### config.mk
export PLATFORM = sky130hd
export DESIGN_NAME = inode_cache_lru_free_list_unit_flat
export DESIGN_NICKNAME = d
export VERILOG_FILES = /design/src/hw/rtl/icl_pkg.sv /design/src/hw/rtl/icl_chan_if.sv /design/src/hw/rtl/inode_cache_lru_free_list_unit.sv /design/src/flat_wrapper.sv
export SDC_FILE = /design/constraint.sdc
export NUM_CORES = 1
export LEC_CHECK = 0
export BUFFER_PORTS_ARGS = -buffer_cell sky130_fd_sc_hd__buf_2
export CORE_UTILIZATION = 57
export DETAILED_ROUTE_END_ITERATION = 7
export HOLD_SLACK_MARGIN = 0.06
export PLACE_DENSITY = 0.74
export RECOVER_POWER = 100
export SYNTH_ARGS = -nofsm -noshare
export SYNTH_HDL_FRONTEND = slang
export SYNTH_SLANG_ARGS = --single-unit
### constraint.sdc
create_clock -name clock -period 2.7 [get_ports clock]
set_input_delay 0 -clock clock [delete_from_list [all_inputs] [get_ports clock]]
set_output_delay 0 -clock clock [all_outputs]
set_load 0.02 [all_outputs]
### src/hw/rtl/icl_pkg.sv
package icl_pkg;

   // default table size
   localparam int ENTRIES_DEFAULT = 16;

   // request function codes
   localparam logic [2:0] FUNC_GET         = 3'd0;
   localparam logic [2:0] FUNC_FILL_FAILED = 3'd1;
   localparam logic [2:0] FUNC_RELEASE     = 3'd2;
   localparam logic [2:0] FUNC_UNLOCK      = 3'd3;
   localparam logic [2:0] FUNC_LOCK        = 3'd4;

   // response status codes
   localparam logic [2:0] STATUS_HIT  = 3'd0;
   localparam logic [2:0] STATUS_MISS = 3'd1;
   localparam logic [2:0] STATUS_BUSY = 3'd2;
   localparam logic [2:0] STATUS_FULL = 3'd3;
   localparam logic [2:0] STATUS_DONE = 3'd4;
   localparam logic [2:0] STATUS_BAD  = 3'd5;

   typedef struct packed {
      logic [2:0]  func;
      logic [15:0] device;
      logic [31:0] inode_number;
      logic [3:0]  slot;
   } req_word_type;

   typedef struct packed {
      logic [2:0] status;
      logic [3:0] result_slot;
      logic       wake_waiters;
   } rsp_word_type;

endpackage

### src/hw/rtl/icl_chan_if.sv
interface icl_chan_if #(
   parameter type word_type = logic
);
   logic     valid;
   logic     ready;
   word_type word;

   modport source (output valid, output word, input ready);
   modport sink   (input valid, input word, output ready);
endinterface

### src/hw/rtl/inode_cache_lru_free_list_unit.sv
// Channel   Dir  Word           Handshake
// req_ch    in   req_word_type  valid/ready, taken when both high
// rsp_ch    out  rsp_word_type  valid/ready, taken when both high
//
// One request at a time. fill_failed, release, unlock and lock go from the
// execute state straight to the response. get scans the tag store one entry
// per cycle over one compare unit; when the slot leaves the free queue (a hit
// slot is found first), later words move down one per cycle through one port.
// After reset a pass writes each slot index into the free queue; req_ch is not
// ready meanwhile. A stalled response holds until rsp_ch takes it.
module inode_cache_lru_free_list_unit
   import icl_pkg::*;
#(
   parameter int ENTRIES = ENTRIES_DEFAULT
) (
   input  logic        clock,
   input  logic        reset,
   icl_chan_if.sink    req_ch,
   icl_chan_if.source  rsp_ch
);

   localparam int IW = (ENTRIES > 1) ? $clog2(ENTRIES) : 1;
   localparam int CW = $clog2(ENTRIES + 1);

   typedef enum logic [8:0] {
      ST_INIT   = 9'b000000001,
      ST_IDLE   = 9'b000000010,
      ST_EXEC   = 9'b000000100,
      ST_SEARCH = 9'b000001000,
      ST_HEAD   = 9'b000010000,
      ST_HEADW  = 9'b000100000,
      ST_FIND   = 9'b001000000,
      ST_SHIFT  = 9'b010000000,
      ST_RESP   = 9'b100000000
   } state_type;

   state_type    state_ff, state_in;
   req_word_type req_ff, req_in;
   rsp_word_type res_ff, res_in;
   rsp_word_type rsp_ff, rsp_in;
   logic         rsp_valid_ff, rsp_valid_in;

   logic [CW-1:0] scan_ff, scan_in;
   logic [CW-1:0] cmp_idx_ff, cmp_idx_in;
   logic          pend_ff, pend_in;
   logic [IW-1:0] target_ff, target_in;
   logic [CW-1:0] count_ff, count_in;

   logic [ENTRIES-1:0] valid_ff, valid_in;
   logic [ENTRIES-1:0] locked_ff, locked_in;
   logic [ENTRIES-1:0] ref_ff, ref_in;
   logic [ENTRIES-1:0] wanted_ff, wanted_in;

   // tag store and free queue memories
   logic [47:0]   tag_mem [ENTRIES];
   logic [IW-1:0] queue_mem [ENTRIES];
   logic [47:0]   tag_rd_ff;
   logic [IW-1:0] q_rd_ff;

   logic          tag_we;
   logic [IW-1:0] tag_waddr;
   logic [IW-1:0] tag_raddr;
   logic          q_we;
   logic [IW-1:0] q_waddr;
   logic [IW-1:0] q_wdata;
   logic [IW-1:0] q_raddr;

   logic [IW-1:0] sidx;
   logic [IW-1:0] cidx;
   logic          in_range;
   logic          tag_match;
   logic          queue_match;

   assign req_ch.ready = (state_ff == ST_IDLE);
   assign rsp_ch.valid = rsp_valid_ff;
   assign rsp_ch.word  = rsp_ff;

   assign sidx        = IW'(req_ff.slot);
   assign cidx        = IW'(cmp_idx_ff);
   assign in_range    = (32'(req_ff.slot) < ENTRIES);
   assign tag_match   = pend_ff && valid_ff[cidx]
                        && (tag_rd_ff == {req_ff.device, req_ff.inode_number});
   assign queue_match = pend_ff && (q_rd_ff == target_ff);

   always_ff @(posedge clock) begin
      if (tag_we) begin
         tag_mem[tag_waddr] <= {req_ff.device, req_ff.inode_number};
      end
      tag_rd_ff <= tag_mem[tag_raddr];
   end

   always_ff @(posedge clock) begin
      if (q_we) begin
         queue_mem[q_waddr] <= q_wdata;
      end
      q_rd_ff <= queue_mem[q_raddr];
   end

   // sequencer
   always_comb begin
      state_in     = state_ff;
      req_in       = req_ff;
      res_in       = res_ff;
      rsp_in       = rsp_ff;
      rsp_valid_in = rsp_valid_ff;
      scan_in      = scan_ff;
      cmp_idx_in   = cmp_idx_ff;
      pend_in      = 1'b0;
      target_in    = target_ff;
      count_in     = count_ff;
      valid_in     = valid_ff;
      locked_in    = locked_ff;
      ref_in       = ref_ff;
      wanted_in    = wanted_ff;
      tag_we       = 1'b0;
      tag_waddr    = q_rd_ff;
      tag_raddr    = IW'(scan_ff);
      q_we         = 1'b0;
      q_waddr      = IW'(count_ff);
      q_wdata      = sidx;
      q_raddr      = IW'(scan_ff);

      // output register drains independently
      if (rsp_valid_ff && rsp_ch.ready) begin
         rsp_valid_in = 1'b0;
      end

      unique case (state_ff)
         ST_INIT: begin
            q_we    = 1'b1;
            q_waddr = IW'(scan_ff);
            q_wdata = IW'(scan_ff);
            if (scan_ff == CW'(ENTRIES - 1)) begin
               state_in = ST_IDLE;
            end else begin
               scan_in = scan_ff + CW'(1);
            end
         end

         ST_IDLE: begin
            if (req_ch.valid) begin
               req_in   = req_ch.word;
               state_in = ST_EXEC;
            end
         end

         ST_EXEC: begin
            res_in.status       = STATUS_BAD;
            res_in.result_slot  = req_ff.slot;
            res_in.wake_waiters = 1'b0;
            state_in            = ST_RESP;
            unique case (req_ff.func)
               FUNC_GET: begin
                  scan_in  = '0;
                  state_in = ST_SEARCH;
               end
               FUNC_FILL_FAILED: begin
                  if (in_range && locked_ff[sidx] && ref_ff[sidx]) begin
                     res_in.wake_waiters = wanted_ff[sidx];
                     res_in.status       = STATUS_DONE;
                     valid_in[sidx]      = 1'b0;
                     locked_in[sidx]     = 1'b0;
                     ref_in[sidx]        = 1'b0;
                     wanted_in[sidx]     = 1'b0;
                     if (count_ff < CW'(ENTRIES)) begin
                        q_we     = 1'b1;
                        count_in = count_ff + CW'(1);
                     end
                  end
               end
               FUNC_RELEASE: begin
                  if (in_range && !locked_ff[sidx] && ref_ff[sidx]) begin
                     res_in.status   = STATUS_DONE;
                     locked_in[sidx] = 1'b0;
                     ref_in[sidx]    = 1'b0;
                     wanted_in[sidx] = 1'b0;
                     if (count_ff < CW'(ENTRIES)) begin
                        q_we     = 1'b1;
                        count_in = count_ff + CW'(1);
                     end
                  end
               end
               FUNC_UNLOCK: begin
                  if (in_range && locked_ff[sidx]) begin
                     res_in.status       = STATUS_DONE;
                     res_in.wake_waiters = wanted_ff[sidx];
                     locked_in[sidx]     = 1'b0;
                     wanted_in[sidx]     = 1'b0;
                  end
               end
               FUNC_LOCK: begin
                  if (in_range) begin
                     if (locked_ff[sidx]) begin
                        res_in.status   = STATUS_BUSY;
                        wanted_in[sidx] = 1'b1;
                     end else begin
                        res_in.status   = STATUS_DONE;
                        locked_in[sidx] = 1'b1;
                     end
                  end
               end
               default: begin
                  res_in.status = STATUS_BAD;
               end
            endcase
         end

         // one tag read issued and one compared per cycle
         ST_SEARCH: begin
            if (tag_match) begin
               res_in.result_slot = 4'(cidx);
               if (locked_ff[cidx]) begin
                  res_in.status   = STATUS_BUSY;
                  wanted_in[cidx] = 1'b1;
                  state_in        = ST_RESP;
               end else begin
                  res_in.status   = STATUS_HIT;
                  locked_in[cidx] = 1'b1;
                  ref_in[cidx]    = 1'b1;
                  if (!ref_ff[cidx]) begin
                     target_in = cidx;
                     scan_in   = '0;
                     state_in  = ST_FIND;
                  end else begin
                     state_in = ST_RESP;
                  end
               end
            end else if (scan_ff >= CW'(ENTRIES)) begin
               if (count_ff == '0) begin
                  res_in.status      = STATUS_FULL;
                  res_in.result_slot = 4'd0;
                  state_in           = ST_RESP;
               end else begin
                  state_in = ST_HEAD;
               end
            end else begin
               scan_in    = scan_ff + CW'(1);
               cmp_idx_in = scan_ff;
               pend_in    = 1'b1;
            end
         end

         // read the queue head
         ST_HEAD: begin
            q_raddr  = '0;
            state_in = ST_HEADW;
         end

         // retag the head slot, then close the gap at queue position zero
         ST_HEADW: begin
            tag_we                = 1'b1;
            tag_waddr             = q_rd_ff;
            valid_in[q_rd_ff]     = 1'b1;
            locked_in[q_rd_ff]    = 1'b1;
            ref_in[q_rd_ff]       = 1'b1;
            wanted_in[q_rd_ff]    = 1'b0;
            res_in.status         = STATUS_MISS;
            res_in.result_slot    = 4'(q_rd_ff);
            scan_in               = CW'(1);
            state_in              = ST_SHIFT;
         end

         // locate the hit slot in the free queue
         ST_FIND: begin
            if (queue_match) begin
               scan_in  = cmp_idx_ff + CW'(1);
               state_in = ST_SHIFT;
            end else if (scan_ff >= count_ff) begin
               state_in = ST_RESP;
            end else begin
               scan_in    = scan_ff + CW'(1);
               cmp_idx_in = scan_ff;
               pend_in    = 1'b1;
            end
         end

         // move each later word down by one position
         ST_SHIFT: begin
            if (pend_ff) begin
               q_we    = 1'b1;
               q_waddr = IW'(cmp_idx_ff - CW'(1));
               q_wdata = q_rd_ff;
            end
            if (scan_ff < count_ff) begin
               scan_in    = scan_ff + CW'(1);
               cmp_idx_in = scan_ff;
               pend_in    = 1'b1;
            end else if (!pend_ff) begin
               count_in = count_ff - CW'(1);
               state_in = ST_RESP;
            end
         end

         ST_RESP: begin
            if (!rsp_valid_ff || rsp_ch.ready) begin
               rsp_in       = res_ff;
               rsp_valid_in = 1'b1;
               state_in     = ST_IDLE;
            end
         end

         default: begin
            state_in = ST_IDLE;
         end
      endcase
   end

   // control registers
   always_ff @(posedge clock) begin
      if (reset) begin
         state_ff     <= ST_INIT;
         rsp_valid_ff <= 1'b0;
         scan_ff      <= '0;
         pend_ff      <= 1'b0;
         count_ff     <= CW'(ENTRIES);
         valid_ff     <= '0;
         locked_ff    <= '0;
         ref_ff       <= '0;
         wanted_ff    <= '0;
      end else begin
         state_ff     <= state_in;
         rsp_valid_ff <= rsp_valid_in;
         scan_ff      <= scan_in;
         pend_ff      <= pend_in;
         count_ff     <= count_in;
         valid_ff     <= valid_in;
         locked_ff    <= locked_in;
         ref_ff       <= ref_in;
         wanted_ff    <= wanted_in;
      end
   end

   // payload registers
   always_ff @(posedge clock) begin
      req_ff     <= req_in;
      res_ff     <= res_in;
      rsp_ff     <= rsp_in;
      cmp_idx_ff <= cmp_idx_in;
      target_ff  <= target_in;
   end

endmodule
### src/flat_wrapper.sv
// flat-port wrapper written by rule: the top's interface ports become plain ports
module inode_cache_lru_free_list_unit_flat import icl_pkg::*;
#(
   parameter int ENTRIES = ENTRIES_DEFAULT
)
  (clock, reset, req_ch_valid, req_ch_word, req_ch_ready, rsp_ch_valid, rsp_ch_word, rsp_ch_ready);
  icl_chan_if req_ch_i ();
  icl_chan_if rsp_ch_i ();
  input  logic clock;
  input  logic reset;
  input wire logic [$bits(req_ch_i.valid)-1:0] req_ch_valid;
  input wire logic [$bits(req_ch_i.word)-1:0] req_ch_word;
  output wire logic [$bits(req_ch_i.ready)-1:0] req_ch_ready;
  output wire logic [$bits(rsp_ch_i.valid)-1:0] rsp_ch_valid;
  output wire logic [$bits(rsp_ch_i.word)-1:0] rsp_ch_word;
  input wire logic [$bits(rsp_ch_i.ready)-1:0] rsp_ch_ready;
  assign req_ch_i.valid = req_ch_valid;
  assign req_ch_i.word = req_ch_word;
  assign req_ch_ready = req_ch_i.ready;
  assign rsp_ch_valid = rsp_ch_i.valid;
  assign rsp_ch_word = rsp_ch_i.word;
  assign rsp_ch_i.ready = rsp_ch_ready;
  inode_cache_lru_free_list_unit #(.ENTRIES(ENTRIES)) u_core (.clock(clock), .reset(reset), .req_ch(req_ch_i), .rsp_ch(rsp_ch_i));
endmodule
==> metrics.md <==
| Metric | Value |
|---|---|
| Outcome | finished clean |
| N_diodes | 0 |
| Mapped cell area | 0.00689 sq mm |
| Top_reg_cell synth | edfxtp_1 |
| Most frequent cell after synthesis | edfxtp_1 |
| Num Clock Sinks | 147 |
| Post-DP Area | 0.00717 sq mm |
| Post-DP HPWL | 11.3 mm |
| Non-filler cells, final | 839 |
| Die Width | 112 um |
| Post-synth ARST share | 0% |
| Placed cell count | 804 |
| Max Fclk | 0.377 GHz |
| Clock-pin slew on the worst setup and hold paths | 0.06 ns |
| Clk_lat worst skew | 0.43 ns |
| ANT nets after route | 0 |
| CTS Buf Count | 17 |
| Final slew viol count | 0 |
| Max-cap violations | 0 |
| Vias in the first global route | 5,224 |
| Hold Fails Final Rpt | 0 |
| Detailed-route via count | 5,252 |
| Share of the synthesized area in the top cell type | 32.3% |
| DRC errors left | 0 |
| Setup crit start kind | flop |
| IO Port Bufs | 6 |
| Register bit total from synthesis | 147 |
| Cell leakage power | 2.70 nW |
| Layout Skew | 0.00735 ns |
| Clock Path Buffers | 2 |
| Critical-path maximum fanout | 8 |
| Final nets | 701 |
| Synth cell types | 62 |
| Drt via density | 6.26 |
| RePlAce Congestion | 0.910 |
| R2R setup slack | 0.05 ns |
| Area leader, netlist | edfxtp_1 |
| DR pass1 iterations | 5 |
| CORE AREA | 0.0116 sq mm |
| Total negative slack | 0 ns |
| Wire length per cell | 19.3 um |
| Pre-CTS setup slack | 0.123 ns |
| Final setup fails | 0 |
| Filler Cells Inserted | 916 |
| Synth area leaders | edfxtp_1 32%, dfxtp_1 21%, a21oi_1 3.9% |
| Max VDD drop | 739 uV |
| RSZ-0062 raised after global routing | yes |
| PwrDens | 786 mW/mm^2 |
| Largest net degree at the start of global routing | 53 |
| Hold crit path type | input port to flop |
| Synthesized Nets | 678 |
| Post-Synthesis Cells | 660 |
| Die Y | 112 um |
| Min cycle time layout | 2.65 ns |
| Total track usage | 27.7% |
| Die ar. | 0.0125 sq mm |
| Ratio of cells with drive above 1 in the final layout | 14.9% |
| Initial Utilization | 59.3% |
| TritonCTS clock tree | built |
| Relative slew slack | 22.3% |
| Initial antenna violation count | 0 |
| Post-synthesis sequential area ratio | 53.5% |
| Post-Route WL | 16.2 mm |
| Number of synthesized flops with an enable pin | 74 |
| Setup WS post-layout | 0.0462 ns |
| First-pass GRT wire length | 26.5 mm |
| Area added between synthesis and finish | 12.9% |
| Design area | 0.00777 sq mm |
| Critical Path RT | 3.03 ns |
| Core Util, Final | 66.9% |
| DR iter-0 viols | 403 |
| Crit end category | flop |
| Least-Margin Pin Slew | 1.17 ns |
| Crit share post-route | 98.3% |
| H-tree levels | 4 |
| Worst EP arrival | 2.98 ns |
| Leading cell types by count after synthesis | 74 x edfxtp_1, 73 x dfxtp_1, 67 x nor2_1 |
| Root Driver | clkbuf_16 |
| Rows | 39 |
| Ys Warns | 0 |
| Syn avg cell area | 10.4 sq um |
| Boundary pin count | 8 |
| Gr ovfl total | 0 |
| WS Path Type | flop to flop |
-- worst max-delay path, stage by stage (launching register included) --
cell and delay (ns):
dfxtp_1 0.37, or4_4 0.59, or4_1 0.61, a21oi_1 0.28, a31oi_1 0.10, nand2_1 0.22
a32oi_1 0.13, o41ai_1 0.24
-- power breakdown --
group,switching [W],total [W],leakage [nW],internal (W)
Combinational,0.000784,0.00116,1.16,0.000374
Sequential,0.000125,0.00272,1.27,0.00259
Clock,0.00102,0.00224,0.277,0.00122
-- registers in the layout, indices dropped and copies added, names as in the netlist --
name                 flops
u_core.queue_mem        64
u_core.locked_ff        16
u_core.ref_ff           16
u_core.valid_ff         16
u_core.state_ff          9
u_core.cmp_idx_ff        5
u_core.count_ff          5
u_core.scan_ff           5
u_core.q_rd_ff           4
u_core.target_ff         4
u_core.pend_ff           1
u_core.rsp_ch.valid      1
u_core.sidx              1
-- through the flow --
step                hold slack, ns  total power [W]
floorplan                   0.0989          0.00348
global placement             0.177          0.00383
detailed placement           0.186          0.00387
CTS                          0.145          0.00609
global route                 0.184          0.00635
finish                       0.152          0.00611
-- cell families after synthesis --
logic type,synth area share [%]
xor+xnor,1.78
compound gates,14.3
simple gates,17.1
fa+ha+maj,2.36
buf+inv,4.21
flops,53.5
mux,6.76
other cells,0.0545
-- timing repair --
item,4_1_cts,5_1_grt
endpoints found under the setup margin,0,64
hold buffers,3,0
resized for setup,0,20
buffers inserted,0,0
endpoints found under the hold margin,5,0
-- path summary, 6_finish.rpt --
kind / start / endpoint / cells after the start
min reg2reg: u_core.ref_ff[8]$_SDFFE_PP0P_ / u_core.ref_ff[8]$_SDFFE_PP0P_ / 2
max: u_core.state_ff[8]$_SDFFE_PP0P_ / u_core.scan_ff[2]$_SDFFE_PP0P_ / 7
min: reset / u_core.count_ff[0]$_SDFFE_PP0P_ / 3
max reg2reg: u_core.state_ff[8]$_SDFFE_PP0P_ / u_core.scan_ff[2]$_SDFFE_PP0P_ / 7
-- cell usage in the layout (no fill, tap or decap), types with 8 or more instances in the layout --
cell,n
edfxtp_1,74
mux4_2,12
dfxtp_1,73
nor3_1,10
nand3_1,20
nor2_1,52
xnor2_1,10
nor2b_1,9
clkbuf_16,17
nor2_2,14
buf_4,18
a31oi_1,9
a32oi_1,10
a21oi_1,55
o21a_1,17
o21ai_0,14
and3_1,14
or2_2,8
nand2_1,64
ha_1,13
nand2b_1,8
mux2i_1,15
a22oi_1,14
clkbuf_1,11
inv_1,35
-- layout make-up --
type	count	area, sq um	area share (%)
clock buffers	17	425	5.47
clock inverters	15	143	1.83
well taps	143	179	2.30
repair buffers	38	251	3.24
multi-input cells	443	2960	38.0
inverters	36	135	1.74
flip-flops and latches	147	3680	47.4
-- per-layer routing --
layer | global-route usage (%) | share of wire, % | wire length, um | vias to the layer above
li1 | - | - | - | 2448
met1 | 34.7 | 43 | 6910 | 2553
met2 | 45.0 | 48 | 7820 | 202
met3 | 7.46 | 6.4 | 1030 | 49
met4 | 12.6 | 2.5 | 405 | 0
met5 | 0 | 0 | 0 | -
(Power assumes the default switching activity.)
